==> src/hdl/gwr_pkg.sv <==
// ----------------------------------------------------------------------------
// gwr_pkg
// Shared types and constants for the greedy word wrap block.
// ----------------------------------------------------------------------------
package gwr_pkg;

   localparam int MAX_WORD_DEF = 48;
   localparam logic [7:0] LINE_WIDTH_RST = 8'd80;

   localparam logic [7:0] CHAR_TAB     = 8'd9;
   localparam logic [7:0] CHAR_NEWLINE = 8'd10;
   localparam logic [7:0] CHAR_CR      = 8'd13;
   localparam logic [7:0] CHAR_SPACE   = 8'd32;

   typedef enum logic [2:0] {
      EMIT_IDLE,
      EMIT_SEP,
      EMIT_READ,
      EMIT_WORD,
      EMIT_TAIL
   } emit_state_type;

   // one flush handed from intake to the emitter
   typedef struct packed {
      logic       start;
      logic [1:0] sep_count;
      logic       sep_newline;
      logic       overlong;
      logic       exceeded;
   } flush_job_type;

endpackage

==> src/hdl/greedy_text_word_wrap.sv <==
// ----------------------------------------------------------------------------
// greedy_text_word_wrap
// Greedy word wrap of a byte stream into lines of at most line_width chars; an overlong word still goes out.
// ----------------------------------------------------------------------------
// Usage:
//   req_* carries one text byte per item with an end_of_text mark; rsp_*
//   carries the rewrapped bytes with a last-of-item mark and the sticky
//   exceeded flag. Both channels hand over on valid high and stall low.
//   csr_* writes line_width (always ready); write only while the block idles.
// Sequencing:
//   an item that does not end a word only updates the intake state. An item that
//   ends a word holds req_stall high while the sequencer plays out the
//   result: each separator byte, then each word byte (RAM read, then load
//   of the result register), then a trailing newline after an overlong
//   word. The first result reaches the output register through the SEP
//   state when a separator leads it, through READ and WORD otherwise.
// Stall and reset:
//   a stalled result holds in the output register and the sequencer waits.
//   Reset clears the word, column, gap and flags and sets line_width to 80.
//   After an overlong word all items are taken and dropped until reset.
// ----------------------------------------------------------------------------
module greedy_text_word_wrap import gwr_pkg::*; #(
   parameter int MAX_WORD = MAX_WORD_DEF
) (
   input  logic       clock,
   input  logic       reset,
   input  logic       req_valid,
   output logic       req_stall,
   input  logic [7:0] req_in_char,
   input  logic       req_end_of_text,
   output logic       rsp_valid,
   input  logic       rsp_stall,
   output logic [7:0] rsp_out_char,
   output logic       rsp_run_last,
   output logic       rsp_word_exceeded,
   input  logic       csr_valid,
   output logic       csr_ready,
   input  logic [7:0] csr_line_width
);

   localparam int IDX_W = $clog2(MAX_WORD);
   localparam int LEN_W = $clog2(MAX_WORD + 1);
   localparam logic [LEN_W-1:0] MAX_LEN = LEN_W'(MAX_WORD);

   logic [7:0]       line_width_ff;
   logic [LEN_W-1:0] word_length_ff, word_length_in;
   logic [7:0]       column_ff, column_in;
   logic [1:0]       gap_ff, gap_in;
   logic             stopped_ff, stopped_in;
   logic             overflow_ff, overflow_in;

   logic             accept;
   logic             blank;
   logic             buf_full;
   logic             ram_we;
   logic [LEN_W-1:0] flush_len;
   logic             do_flush;
   logic [9:0]       fit_sum;
   logic             overlong;
   logic [7:0]       col_sep;
   logic [1:0]       gap_base;
   flush_job_type    job;
   logic             emit_busy;
   logic [IDX_W-1:0] rd_addr;
   logic [7:0]       rd_data;

   assign accept   = req_valid && !req_stall;
   assign blank    = (req_in_char == CHAR_SPACE) || (req_in_char inside {[CHAR_TAB:CHAR_CR]});
   assign buf_full = word_length_ff >= MAX_LEN;
   assign ram_we   = accept && !stopped_ff && !blank && !buf_full;

   // length of the word as the flush sees it
   assign flush_len = (blank || buf_full) ? word_length_ff : word_length_ff + LEN_W'(1);
   assign do_flush  = accept && !stopped_ff && (blank || req_end_of_text)
                      && flush_len != '0;
   assign fit_sum   = {2'b00, column_ff} + 10'd1 + 10'(flush_len);
   assign overlong  = 10'(flush_len) > {2'b00, line_width_ff};

   always_comb begin
      job             = '0;
      job.start       = do_flush;
      job.overlong    = overlong;
      job.exceeded    = overflow_ff || (!blank && buf_full) || overlong;
      col_sep         = 8'd0;
      if (column_ff != 8'd0) begin
         if (gap_ff >= 2'd2) begin
            job.sep_count   = 2'd2;
            job.sep_newline = 1'b1;
         end else if (fit_sum <= {2'b00, line_width_ff}) begin
            job.sep_count   = 2'd1;
            job.sep_newline = 1'b0;
            col_sep         = column_ff + 8'd1;
         end else begin
            job.sep_count   = 2'd1;
            job.sep_newline = 1'b1;
         end
      end
   end

   always_comb begin
      word_length_in = word_length_ff;
      column_in      = column_ff;
      gap_in         = gap_ff;
      stopped_in     = stopped_ff;
      overflow_in    = overflow_ff;
      gap_base       = do_flush ? 2'd0 : gap_ff;
      if (accept && !stopped_ff) begin
         if (!blank) begin
            if (buf_full) begin
               overflow_in = 1'b1;
            end else begin
               word_length_in = word_length_ff + LEN_W'(1);
            end
            if (req_end_of_text) begin
               gap_in = 2'd0;
            end
         end else if (req_end_of_text) begin
            gap_in = 2'd0;
         end else if (req_in_char == CHAR_NEWLINE) begin
            gap_in = (gap_base < 2'd2) ? gap_base + 2'd1 : gap_base;
         end else begin
            gap_in = gap_base;
         end
         if (do_flush) begin
            word_length_in = '0;
            if (overlong) begin
               column_in   = 8'd0;
               stopped_in  = 1'b1;
               overflow_in = 1'b1;
            end else begin
               column_in = col_sep + 8'(flush_len);
            end
         end
      end
   end

   always_ff @(posedge clock) begin
      if (reset) begin
         line_width_ff  <= LINE_WIDTH_RST;
         word_length_ff <= '0;
         column_ff      <= 8'd0;
         gap_ff         <= 2'd0;
         stopped_ff     <= 1'b0;
         overflow_ff    <= 1'b0;
      end else begin
         if (csr_valid && csr_ready) begin
            line_width_ff <= csr_line_width;
         end
         word_length_ff <= word_length_in;
         column_ff      <= column_in;
         gap_ff         <= gap_in;
         stopped_ff     <= stopped_in;
         overflow_ff    <= overflow_in;
      end
   end

   gwr_ram #(
      .WIDTH (8),
      .DEPTH (MAX_WORD)
   ) u_word_ram (
      .clock   (clock),
      .wr_en   (ram_we),
      .wr_addr (word_length_ff[IDX_W-1:0]),
      .wr_data (req_in_char),
      .rd_addr (rd_addr),
      .rd_data (rd_data)
   );

   gwr_emit #(
      .MAX_WORD (MAX_WORD),
      .IDX_W    (IDX_W),
      .LEN_W    (LEN_W)
   ) u_emit (
      .clock             (clock),
      .reset             (reset),
      .job               (job),
      .job_length        (flush_len),
      .busy              (emit_busy),
      .rd_addr           (rd_addr),
      .rd_data           (rd_data),
      .rsp_valid         (rsp_valid),
      .rsp_stall         (rsp_stall),
      .rsp_out_char      (rsp_out_char),
      .rsp_run_last      (rsp_run_last),
      .rsp_word_exceeded (rsp_word_exceeded)
   );

   assign req_stall = emit_busy;
   assign csr_ready = 1'b1;

   // a flush starts the sequencer right away
   assert property (@(posedge clock) disable iff (reset) job.start |=> emit_busy)
      else $error("flush did not start the sequencer");

   // a halted block never has an open flush
   assert property (@(posedge clock) disable iff (reset) stopped_ff |-> !job.start)
      else $error("flush while halted");

   // halting always comes with the sticky flag
   assert property (@(posedge clock) disable iff (reset) stopped_ff |-> overflow_ff)
      else $error("halted without exceeded flag");

   // the word buffer never runs past its depth
   assert property (@(posedge clock) disable iff (reset) word_length_ff <= MAX_LEN)
      else $error("word length beyond buffer");

   // the word buffer is empty after every flush
   assert property (@(posedge clock) disable iff (reset) job.start |=> word_length_ff == '0)
      else $error("word not cleared after flush");

endmodule

==> src/hdl/gwr_ram.sv <==
// ----------------------------------------------------------------------------
// gwr_ram
// Generic single write port, single read port RAM with registered read.
// ----------------------------------------------------------------------------
module gwr_ram #(
   parameter int WIDTH = 8,
   parameter int DEPTH = 48
) (
   input  logic                     clock,
   input  logic                     wr_en,
   input  logic [$clog2(DEPTH)-1:0] wr_addr,
   input  logic [WIDTH-1:0]         wr_data,
   input  logic [$clog2(DEPTH)-1:0] rd_addr,
   output logic [WIDTH-1:0]         rd_data
);

   logic [WIDTH-1:0] mem [DEPTH];
   logic [WIDTH-1:0] rd_data_ff;

   always_ff @(posedge clock) begin
      if (wr_en) begin
         mem[wr_addr] <= wr_data;
      end
      rd_data_ff <= mem[rd_addr];
   end

   assign rd_data = rd_data_ff;

endmodule

==> src/hdl/gwr_emit.sv <==
// ----------------------------------------------------------------------------
// gwr_emit
// Output sequencer: plays out separator, buffered word and (for an overlong word)
// trailing newline of one flush into the result register, one byte at a time.
// ----------------------------------------------------------------------------
module gwr_emit import gwr_pkg::*; #(
   parameter int MAX_WORD = MAX_WORD_DEF,
   parameter int IDX_W    = $clog2(MAX_WORD),
   parameter int LEN_W    = $clog2(MAX_WORD + 1)
) (
   input  logic             clock,
   input  logic             reset,
   input  flush_job_type    job,
   input  logic [LEN_W-1:0] job_length,
   output logic             busy,
   output logic [IDX_W-1:0] rd_addr,
   input  logic [7:0]       rd_data,
   output logic             rsp_valid,
   input  logic             rsp_stall,
   output logic [7:0]       rsp_out_char,
   output logic             rsp_run_last,
   output logic             rsp_word_exceeded
);

   emit_state_type   state_ff, state_in;
   logic [1:0]       sep_count_ff, sep_count_in;
   logic             sep_newline_ff;
   logic             overlong_ff;
   logic             exceeded_ff;
   logic [LEN_W-1:0] length_ff;
   logic [IDX_W-1:0] idx_ff, idx_in;

   logic             rsp_valid_ff;
   logic [7:0]       rsp_char_ff;
   logic             rsp_last_ff;
   logic             rsp_exceeded_ff;

   logic             out_free;
   logic             push;
   logic [7:0]       push_char;
   logic             push_last;
   logic             at_last_byte;

   assign out_free     = !rsp_valid_ff || !rsp_stall;
   assign at_last_byte = (LEN_W'(idx_ff) + LEN_W'(1)) == length_ff;

   // next state
   always_comb begin
      state_in = state_ff;
      case (state_ff)
         EMIT_IDLE: begin
            if (job.start) begin
               state_in = (job.sep_count != 2'd0) ? EMIT_SEP : EMIT_READ;
            end
         end
         EMIT_SEP: begin
            if (out_free && sep_count_ff == 2'd1) begin
               state_in = EMIT_READ;
            end
         end
         EMIT_READ: begin
            state_in = EMIT_WORD;
         end
         EMIT_WORD: begin
            if (out_free) begin
               if (!at_last_byte) begin
                  state_in = EMIT_READ;
               end else if (overlong_ff) begin
                  state_in = EMIT_TAIL;
               end else begin
                  state_in = EMIT_IDLE;
               end
            end
         end
         EMIT_TAIL: begin
            if (out_free) begin
               state_in = EMIT_IDLE;
            end
         end
         default: begin
            state_in = EMIT_IDLE;
         end
      endcase
   end

   // outputs and counters
   always_comb begin
      push         = 1'b0;
      push_char    = CHAR_NEWLINE;
      push_last    = 1'b0;
      sep_count_in = sep_count_ff;
      idx_in       = idx_ff;
      case (state_ff)
         EMIT_IDLE: begin
            sep_count_in = job.sep_count;
            idx_in       = '0;
         end
         EMIT_SEP: begin
            push      = out_free;
            push_char = sep_newline_ff ? CHAR_NEWLINE : CHAR_SPACE;
            if (out_free) begin
               sep_count_in = sep_count_ff - 2'd1;
            end
         end
         EMIT_READ: begin
            push = 1'b0;
         end
         EMIT_WORD: begin
            push      = out_free;
            push_char = rd_data;
            push_last = at_last_byte && !overlong_ff;
            if (out_free && !at_last_byte) begin
               idx_in = idx_ff + IDX_W'(1);
            end
         end
         EMIT_TAIL: begin
            push      = out_free;
            push_char = CHAR_NEWLINE;
            push_last = 1'b1;
         end
         default: begin
            push = 1'b0;
         end
      endcase
   end

   always_ff @(posedge clock) begin
      if (reset) begin
         state_ff     <= EMIT_IDLE;
         rsp_valid_ff <= 1'b0;
      end else begin
         state_ff <= state_in;
         if (push) begin
            rsp_valid_ff <= 1'b1;
         end else if (!rsp_stall) begin
            rsp_valid_ff <= 1'b0;
         end
      end
      sep_count_ff <= sep_count_in;
      idx_ff       <= idx_in;
      if (state_ff == EMIT_IDLE && job.start) begin
         sep_newline_ff <= job.sep_newline;
         overlong_ff    <= job.overlong;
         exceeded_ff    <= job.exceeded;
         length_ff      <= job_length;
      end
      if (push) begin
         rsp_char_ff     <= push_char;
         rsp_last_ff     <= push_last;
         rsp_exceeded_ff <= exceeded_ff;
      end
   end

   assign busy              = state_ff != EMIT_IDLE;
   assign rd_addr           = idx_ff;
   assign rsp_valid         = rsp_valid_ff;
   assign rsp_out_char      = rsp_char_ff;
   assign rsp_run_last      = rsp_last_ff;
   assign rsp_word_exceeded = rsp_exceeded_ff;

endmodule
==> config.mk <==
export PLATFORM = sky130hd
export DESIGN_NAME = greedy_text_word_wrap
export DESIGN_NICKNAME = d
export VERILOG_FILES = /design/src/hdl/gwr_pkg.sv /design/src/hdl/greedy_text_word_wrap.sv /design/src/hdl/gwr_ram.sv /design/src/hdl/gwr_emit.sv
export SDC_FILE = /design/constraint.sdc
export NUM_CORES = 1
export LEC_CHECK = 0
export ABC_AREA = 1
export BUFFER_PORTS_ARGS = -buffer_cell sky130_fd_sc_hd__buf_2
export CELL_PAD_IN_SITES_DETAIL_PLACEMENT = 1
export CELL_PAD_IN_SITES_GLOBAL_PLACEMENT = 1
export CORE_MARGIN = 2
export CORE_UTILIZATION = 55
export CTS_CLUSTER_SIZE = 10
export DETAILED_ROUTE_END_ITERATION = 6
export GPL_TIMING_DRIVEN = 1
export MAX_ROUTING_LAYER = met4
export PLACE_DENSITY = 0.89
export SLEW_MARGIN = 25
export SYNTH_ARGS = -nofsm -noshare
export SYNTH_HDL_FRONTEND = slang
export SYNTH_SLANG_ARGS = --single-unit
==> constraint.sdc <==
create_clock -name clock -period 10.8 [get_ports clock]
set_input_delay 0.54 -clock clock [delete_from_list [all_inputs] [get_ports clock]]
set_output_delay 0.54 -clock clock [all_outputs]
set_load 0.03 [all_outputs]
==> flow_summary.json, run 1 <==
{
  "htreeDepth": 2,
  "whs_ns": 0.192,
  "initial_core_util_pct": 55.6,
  "design.portCount": 35,
  "dpl.hpwl_um": 33700,
  "cp_max_fo": 49,
  "post_cts_buffers": 0,
  "ys_ff_latch": 449,
  "core.rowCount": 68,
  "yosys.cell_types.count": 46,
  "cp_common_cell": "nand2_1",
  "leakage_nw": 7.29,
  "fmax_mhz": 166,
  "final_common_cell": "edfxtp_1",
  "cp-end-kind": "flip-flop",
  "min_path_type": "primary input to flip-flop",
  "slew_violations": 0,
  "syn-num-nets": 1712,
  "final_layout_size_suffix_gt1_share_pct": 8.22,
  "die_x_um": 190,
  "rsz0062_at_grt": "no",
  "via_per_inst": 6.42,
  "crit_type": "primary input to flip-flop",
  "n_antenna_cell": 0,
  "dr.pass1.iters": 5,
  "power.total_w": 0.00504,
  "syn_avg_cell_area_um2": 11.5,
  "clock_sinks": 449,
  "cts_root_buf": "clkbuf_16",
  "port_buffers": 33,
  "critPathSlowestCell": "buf_2",
  "power_density_nw_per_um2": 240,
  "final_nets": 1725,
  "synth_area_leaders": "edfxtp_1, o21ai_0, nor2_1",
  "finalHoldViolations": 0,
  "area_growth_pct": 9.95,
  "synth_seq_area_share_pct": 68.6,
  "final_cell_mix": "edfxtp_1, nor2_1, o21ai_0",
  "period_share_pct": 55.9,
  "clk_pin_slew_ns": 0.06,
  "overflow": 0,
  "grt_pass1_wl_um": 85200,
  "detail-route-antenna-nets": 0,
  "slew_headroom_pct": 28.9,
  "period_minus_slack_ns": 6.04,
  "clk_latency_ns": 0.57,
  "cts_hold_buf": 0,
  "vias": 13800,
  "ys_warn_count": 0,
  "core-area_um2": 34400,
  "clock_path_buffers": 3,
  "drcViolationCount": 0,
  "grt_pass1_vias": 14300,
  "ir_drop_mv": 0.159,
  "max_stage_delay_ns": 0.72,
  "antenna_found_initial": 0,
  "routed_wl_um": 56000,
  "dieHeight_um": 190,
  "synthCells": 1656,
  "finalSetupViolCount": 0,
  "fin_worst_skew_ns": 0.0172,
  "synth_top_area_cell": "edfxtp_1",
  "die-area_um2": 36200,
  "setup_tns_ns": 0,
  "crit_arrival_ns": 6.50,
  "grt_max_degree": 101,
  "grt_usage_pct": 32.2,
  "outcome": "completed",
  "wire_per_inst_um": 26.1,
  "numCtsBuffers": 51,
  "globalplace.congestion": 0.867,
  "cap_violations": 0,
  "start_kind": "primary input",
  "crit_required_ns": 11.26,
  "syn_area_um2": 19100,
  "cts_resized": 0,
  "cts_tree": "built",
  "worstMarginPinSlew_ns": 1.07,
  "yosysTopAreaCellShare_pct": 64.6,
  "first_iter_violations": 1651
}
## state kept, by name, indices dropped and copies added (netlist names), 2 cells and up
name	cells
u_word_ram.mem	384
u_emit.sep_count_ff	2
word_length_ff	6
column_ff	8
u_emit.rd_addr	6
u_word_ram.rd_data	8
line_width_ff	8
u_emit.rsp_out_char	8
u_emit.state_ff	3
gap_ff	2
u_emit.length_ff	6
## where the power goes
part | switching (W) | internal [W] | leakage (nW)
clock | 0.000655 | 0.000878 | 0.675
combinational | 0.00109 | 0.000371 | 2.59
sequential | 0.0000494 | 0.00200 | 4.03
## worst paths after layout
| kind | startpoint | end | slack (ns) | depth (start not counted) |
|---|---|---|---|---|
| min | csr_line_width[6] | line_width_ff[6] | 0.19 | 3 |
| min reg2reg | u_emit.exceeded_ff | u_emit.rsp_word_exceeded | 0.44 | 0 |
| max | req_in_char[7] | column_ff[7] | 4.76 | 34 |
| max reg2reg | word_length_ff[2] | column_ff[7] | 5.08 | 29 |
## synthesized netlist by cell type, drive strengths merged
master   count
edfxtp     411
buf         36
o221ai       6
clkbuf      52
dfxtp       38
a21o         1
o211ai       6
and3         2
nor3         5
nand2      116
xor2        16
xnor2        5
o22ai      104
ha          32
clkinv       2
fa           2
o311ai       1
a211oi       1
o21ai      264
nor2       339
o21a         2
o2111ai      4
o21bai       3
a21oi       45
a31oi        6
inv         95
nand4       12
conb         1
nor3b        3
or2          2
nand3       43
o31ai        1
## area by class of cell
cell class,count,area (um^2)
Clock buffer,70,1350
Clock inverter,4,47.5
Fill cell,3465,13400
Inverter,97,368
Multi-Input combinational cell,1022,5280
Sequential cell,449,13100
Tap cell,455,569
Timing Repair Buffer,48,295
## critical path, delay by kind of cell
kind / cells / cell delay, ns
xor gates and xnor gates: 1 / 0.16
AOI/OAI and AO/OA: 10 / 1.92
adders and majority gates: 3 / 0.90
buffers and inverters: 4 / 1.04
and+or+nand+nor: 16 / 1.87
## cell families (layout without fill, tap and decap cells)
logic type | after synthesis | after routing | share of synthesized area (%)
fa+ha+maj | 34 | 34 | 2.31
xor+xnor | 21 | 21 | 0.963
flops | 449 | 449 | 68.6
compound gates | 444 | 444 | 12.9
other cells | 1 | 1 | 0.0196
simple gates | 522 | 522 | 11.3
buf+inv | 185 | 219 | 3.92
## per-stage QoR
stage               instance area (um^2)  setup WS [ns]  util, %  cells
finish                             21000           4.76     61.1   2145
global route                       21000           4.07     61.1   2145
CTS                                21000           4.83     61.0   2144
detailed placement                 19600           4.32     56.9   2070
global placement                   19600           4.75     56.9   2070
floorplan                          19100           6.06        -   1656
## per-layer routing
metal / share of wire [%] / track usage, % / up-vias
li1: - / - / 5969
met3: 7.6 / 4.71 / 158
met1: 38 / 39.7 / 6918
met2: 50 / 53.7 / 729
met5: 0 / - / -
met4: 4.1 / 13.3 / 0
No activity file was read; power rests on OpenSTA's default activity.
==> run 2: changes to the inputs <==
--- a/config.mk
+++ b/config.mk
@@ -10,12 +10,12 @@
 export CELL_PAD_IN_SITES_DETAIL_PLACEMENT = 1
 export CELL_PAD_IN_SITES_GLOBAL_PLACEMENT = 1
 export CORE_MARGIN = 2
-export CORE_UTILIZATION = 55
+export CORE_UTILIZATION = 46
 export CTS_CLUSTER_SIZE = 10
 export DETAILED_ROUTE_END_ITERATION = 6
 export GPL_TIMING_DRIVEN = 1
 export MAX_ROUTING_LAYER = met4
-export PLACE_DENSITY = 0.89
+export PLACE_DENSITY = 0.8
 export SLEW_MARGIN = 25
 export SYNTH_ARGS = -nofsm -noshare
 export SYNTH_HDL_FRONTEND = slang
==> constraint.sdc (replaced) <==
create_clock -name clock -period 5 [get_ports clock]
set_input_delay 0.25 -clock clock [delete_from_list [all_inputs] [get_ports clock]]
set_output_delay 0.25 -clock clock [all_outputs]
set_load 0.03 [all_outputs]
==> run 2 against run 1 <==
Register-to-register slack got worse by 4.7 ns. Highest routed layer unchanged. Sequential power increased by 120%. Cell area increased by 2.5%. Utilization decreased by 8.5 points. Sequential cell count unchanged. Hold slack got worse by 0.15 ns. Setup slack got worse by 4.4 ns. Total power increased by 120%. Clock skew increased by 0.017 ns. Clock-buffer cell count decreased by 2.
==> flow_summary.json, run 2 (synthesis results as in run 1) <==
{
  "seq_power_share_pct": 40.6,
  "pre_cts_slack_ns": -0.0243,
  "dieHeight_um": 208,
  "max_stage_delay_ns": 0.37,
  "post-route-util_pct": 52.6,
  "cts_tree": "built",
  "grt_usage_pct": 26.9,
  "outcome": "completed",
  "num-fill-cells": 4319,
  "clock_sinks": 449,
  "grt_max_degree": 168,
  "path_buf_inv": 5,
  "power.total_w": 0.0109,
  "crit_type": "flip-flop to flip-flop",
  "finalSetupViolCount": 0,
  "numCtsBuffers": 51,
  "ir_drop_mv": 0.402,
  "period_minus_slack_ns": 4.63,
  "area_growth_pct": 12.7,
  "top_register": "u_word_ram.mem",
  "dpl.hpwl_um": 34500,
  "cp_max_fo": 7,
  "leakage_nw": 7.49,
  "layout_setup_ws_ns": 0.372,
  "clock_path_buffers": 3,
  "grt_pass1_wl_um": 86300,
  "fin_worst_skew_ns": 0.0342,
  "start_kind": "flip-flop",
  "htreeDepth": 2,
  "critPathSlowestCell": "fa_2",
  "crit_required_ns": 5.48,
  "p_int_w": 0.00705,
  "final_layout_size_suffix_gt1_share_pct": 10.7,
  "combPwrFrac_pct": 29.5,
  "via_per_inst": 6.04,
  "whs_ns": 0.0416,
  "fmax_mhz": 216,
  "detail-route-antenna-nets": 0,
  "final_common_cell": "edfxtp_1",
  "core-area_um2": 40900,
  "initial_core_util_pct": 46.7,
  "cap_violations": 0,
  "clk_pin_slew_ns": 0.06,
  "grt_pass1_vias": 14300,
  "cts_root_buf": "clkbuf_16",
  "design.portCount": 35,
  "pwr-share-clk_pct": 29.8,
  "power_density_nw_per_um2": 507,
  "first_iter_violations": 1513,
  "drcViolationCount": 0,
  "min_path_type": "primary input to flip-flop",
  "switching_share_pct": 35.5,
  "cp-end-kind": "flip-flop",
  "crit_arrival_ns": 5.10,
  "slew_violations": 0,
  "final_nets": 1767,
  "setup_tns_ns": 0,
  "slew_headroom_pct": 29.7,
  "worstMarginPinSlew_ns": 1.05,
  "crit_family": "simple AND/OR/NAND/NOR gates",
  "routed_wl_um": 56700,
  "overflow": 0,
  "largest_reg_flops": 384,
  "clk_latency_ns": 0.59,
  "core.rowCount": 74,
  "period_share_pct": 92.6,
  "final_cell_mix": "edfxtp_1, nor2_1, o21ai_0",
  "globalplace.congestion": 0.867,
  "die-area_um2": 43200,
  "port_buffers": 33,
  "antenna_found_initial": 2,
  "finalHoldViolations": 0,
  "dr.pass1.iters": 5,
  "vias": 13700,
  "die_x_um": 208,
  "switchingPower_w": 0.00387,
  "wire_per_inst_um": 25.0,
  "cp_common_cell": "nand2_1"
}
[run 2: metrics by stage]
stage	instances	area, um^2
global route	2264	21500
CTS	2258	21400
floorplan	1656	19100
global placement	2172	19900
detailed placement	2172	19900
finish	2265	21500
[run 2: what timing repair did]
action                     4_1_cts  5_1_grt
hold buffers                    13        0
buffers inserted                 0        5
gates resized for setup          0       25
hold endpoints to repair        13        0
setup endpoints to repair        0        6
[run 2: path summary, 6_finish.rpt]
check                                  startpoint                to  slack (ns)  cells past startpoint
worst max-delay path            word_length_ff[0]      column_ff[7]        0.37                     30
worst min-delay path                    csr_valid  line_width_ff[0]        0.04                      3
worst max register to register  word_length_ff[0]      column_ff[7]        0.37                     30
worst min register to register          gap_ff[0]         gap_ff[0]        0.47                      2
[run 2: area by class of cell]
type / instances / area, um^2 / area share (%)
antenna: 2 / 5.00 / 0.0232
timing repair buffer: 90 / 663 / 3.08
sequential: 449 / 13100 / 60.9
clock buffer: 68 / 1340 / 6.22
inverter: 97 / 372 / 1.73
tap: 532 / 666 / 3.09
clock inverter: 5 / 46.3 / 0.215
multi-input combinational: 1022 / 5340 / 24.8
[run 2: layer usage]
| metal | global-route usage [%] | wire length (um) | up-vias |
|---|---|---|---|
| met5 | - | 0 | - |
| met4 | 10.3 | 2360 | 0 |
| met3 | 3.84 | 3630 | 146 |
| met2 | 44.2 | 28100 | 553 |
| met1 | 33.8 | 22600 | 6935 |
| li1 | - | - | 6048 |
[run 2: power groups by stage]
stage | clock [W] | combinational, W | sequential, W
6_report | 0.00326 | 0.00322 | 0.00443
5_1_grt | 0.00341 | 0.00350 | 0.00444
4_1_cts | 0.00328 | 0.00315 | 0.00443
3_5_place_dp | 0 | 0.00308 | 0.00450
3_3_place_gp | 0 | 0.00293 | 0.00449
2_1_floorplan | 0 | 0.00189 | 0.00452
[run 2: worst reg2reg max path, delay by kind of cell, from the launching register on]
family,cells,cell delay [ns]
buf+inv,5,0.59
flops,1,0.33
xor+xnor,1,0.14
simple gates,13,1.28
fa+ha+maj,4,1.19
compound gates,7,0.99
==> run 3: changes to the inputs <==
--- a/config.mk
+++ b/config.mk
@@ -5,17 +5,16 @@
 export SDC_FILE = /design/constraint.sdc
 export NUM_CORES = 1
 export LEC_CHECK = 0
-export ABC_AREA = 1
+export ABC_AREA = 0
 export BUFFER_PORTS_ARGS = -buffer_cell sky130_fd_sc_hd__buf_2
 export CELL_PAD_IN_SITES_DETAIL_PLACEMENT = 1
 export CELL_PAD_IN_SITES_GLOBAL_PLACEMENT = 1
-export CORE_MARGIN = 2
-export CORE_UTILIZATION = 46
+export CORE_UTILIZATION = 49
 export CTS_CLUSTER_SIZE = 10
 export DETAILED_ROUTE_END_ITERATION = 6
 export GPL_TIMING_DRIVEN = 1
 export MAX_ROUTING_LAYER = met4
-export PLACE_DENSITY = 0.8
+export PLACE_DENSITY = 0.81
 export SLEW_MARGIN = 25
 export SYNTH_ARGS = -nofsm -noshare
 export SYNTH_HDL_FRONTEND = slang
==> run 3 against run 2 <==
The run now ends with negative setup slack left. Highest routed layer unchanged. Die area fell by 9.3%. Synthesized area fell by 1.6%. Clock-buffer cell count rose by 16. Synthesized cell count fell by 33%. Sequential cell count did not move.
==> flow_summary.json, run 3 <==
{
  "holdPathEnd": "gap_ff[1]",
  "violations": "negative setup slack",
  "grt_max_degree": 50,
  "grt_usage_pct": 26.2,
  "clk_pin_slew_ns": 0.05,
  "synthCells": 1116,
  "antenna_found_initial": 1,
  "ys_ff_latch": 449,
  "port_buffers": 33,
  "reg2reg_to": "column_ff[2]",
  "finalSetupViolCount": 5,
  "first_iter_violations": 917,
  "yosysMostFrequentCell": "edfxtp_1",
  "period_minus_slack_ns": 5.14,
  "fmax_mhz": 195,
  "yosysTopAreaCellShare_pct": 65.7,
  "die-area_um2": 39100,
  "outcome": "finished with violations",
  "core.rowCount": 71,
  "worstMarginPinSlew_ns": 0.999,
  "synthSimpleGateAreaFrac_pct": 5.96,
  "dp_cells": 1674,
  "core-area_um2": 37700,
  "cts_tree": "built",
  "fin_worst_skew_ns": 0.0204,
  "dieHeight_um": 198,
  "crit_arrival_ns": 5.62,
  "n_antenna_cell": 0,
  "synth_top_family_by_area": "multiplexers",
  "routed_wl_um": 48500,
  "ys_warn_count": 0,
  "slew_headroom_pct": 33.2,
  "synth_area_leaders": "edfxtp_1, mux4_2, dfxtp_1",
  "numCtsBuffers": 51,
  "final_common_cell": "edfxtp_1",
  "r2r_start": "word_length_ff[4]",
  "async_flop_share_pct": 0,
  "ff2ff_path_depth": 28,
  "power_density_nw_per_um2": 451,
  "grt_pass1_wl_um": 71800,
  "detail-route-antenna-nets": 0,
  "finalHoldViolations": 0,
  "muxShareOfSynthArea_pct": 13.5,
  "overflow": 0,
  "crit_required_ns": 5.48,
  "hold_path_depth": 4,
  "final_cell_mix": "edfxtp_1, nor2_1, mux4_2",
  "cp_common_cell": "o21ai_2",
  "synth_compound_area_share_pct": 4.91,
  "dpl.hpwl_um": 30800,
  "max_stage_delay_ns": 0.53,
  "power.total_w": 0.00980,
  "clock_path_buffers": 3,
  "slew_violations": 0,
  "syn_avg_cell_area_um2": 16.8,
  "initial_core_util_pct": 49.9,
  "dr.pass1.iters": 5,
  "synth_common_cells": "edfxtp_1, nor2_1, mux4_2",
  "period_share_pct": 103,
  "clk_latency_ns": 0.59,
  "setup_tns_ns": -0.359,
  "final_nets": 1290,
  "cp_max_fo": 4,
  "syn_area_um2": 18800,
  "syn-num-nets": 1172,
  "critPathSlowestCell": "or4b_4",
  "final_layout_size_suffix_gt1_share_pct": 24.4,
  "rsz0062_at_grt": "yes",
  "drcViolationCount": 0,
  "synth_xor_area_share_pct": 1.58,
  "cap_violations": 0,
  "crit_type": "primary input to flip-flop",
  "area_growth_pct": 15.7,
  "design.portCount": 35,
  "pre_cts_slack_ns": -0.861,
  "min_path_type": "primary input to flip-flop",
  "leakage_nw": 7.18,
  "stdcell_count": 1779,
  "globalplace.congestion": 0.878,
  "synth_seq_area_share_pct": 69.7,
  "ys.flop_type": "edfxtp_1",
  "htreeDepth": 2,
  "ir_drop_mv": 0.249,
  "die_x_um": 198,
  "via_per_inst": 6.06,
  "holdCritStartpoint": "req_end_of_text",
  "vias": 10800,
  "synth_top_area_cell": "edfxtp_1",
  "yosys.area_share.adder_pct": 2.34,
  "cp-end-kind": "flip-flop",
  "yosys.cell_types.count": 63,
  "num-fill-cells": 3458,
  "clock_sinks": 449,
  "synth_edf_count": 411,
  "largest_reg_flops": 384,
  "top_register": "u_word_ram.mem",
  "layout_setup_ws_ns": -0.138,
  "rrSetupSlack_ns": -0.06,
  "start_kind": "primary input",
  "wire_per_inst_um": 27.3,
  "grt_pass1_vias": 11300,
  "cts_root_buf": "clkbuf_16"
}
run 3: routing by layer:
metal  up-vias  GRT usage, %  wire length, um
met5         -             -                0
met4         0          9.13             1510
met3        88          4.41             2680
met2       420          43.8            24900
met1      5637          32.3            19500
li1       4634             -                -
run 3: cell type report:
class	instances	area [um^2]	share of cell area (%)
multi-input combinational	580	5480	25.2
timing repair buffer	123	936	4.30
tap	511	639	2.94
inverter	29	111	0.512
clock buffer	84	1440	6.63
sequential	449	13100	60.3
clock inverter	3	31.3	0.144
run 3: critical path: cells and delay by family:
kind	cells	cell delay (ns)
XOR/XNOR	2	0.25
adder cells (fa/ha/maj)	4	1.12
AO/OA/AOI/OAI	11	1.75
multiplexers	1	0.32
buffers and inverters	6	0.68
AND/OR/NAND/NOR	6	1.23
run 3: metrics by stage:
| stage | instance area, um^2 | util (%) | hold slack [ns] |
|---|---|---|---|
| floorplan | 18800 | - | 0.349 |
| global placement | 19900 | 52.9 | 0.410 |
| detailed placement | 19900 | 52.9 | 0.427 |
| CTS | 21600 | 57.4 | 0.0416 |
| global route | 21700 | 57.7 | 0.0672 |
| finish | 21700 | 57.7 | 0.0588 |
run 3: power breakdown:
part	internal, W	switching, W	total [W]
Clock	0.00195	0.00143	0.00339
Sequential	0.00426	0.000116	0.00438
Combinational	0.000857	0.00117	0.00203
run 3: cells by family (layout without fill, tap and decap cells):
logic type,after synthesis,count (layout)
XOR/XNOR,34,34
adder cells (fa/ha/maj),34,34
flip-flops,449,449
AND/OR/NAND/NOR,237,237
AO/OA/AOI/OAI,131,131
other,1,1
buffers and inverters,87,239
multiplexers,143,143
run 3: repair_timing:
action	4_1_cts	5_1_grt
setup buffers	7	4
endpoints found under the setup margin	6	7
hold buffers	8	0
endpoints found under the hold margin	8	0
pin swaps	25	23
resized for setup	23	21
run 3: worst max-delay path by stage:
stage,from,to,slack [ns],depth (start not counted)
2_1_floorplan,req_in_char[2],column_ff[6],-0.28,29
3_3_place_gp,req_in_char[2],column_ff[6],-0.64,31
3_5_place_dp,req_in_char[2],column_ff[6],-0.86,31
4_1_cts,req_in_char[0],column_ff[6],-0.26,31
5_1_grt,req_in_char[0],column_ff[6],-0.38,32
6_report,req_in_char[0],column_ff[2],-0.14,30
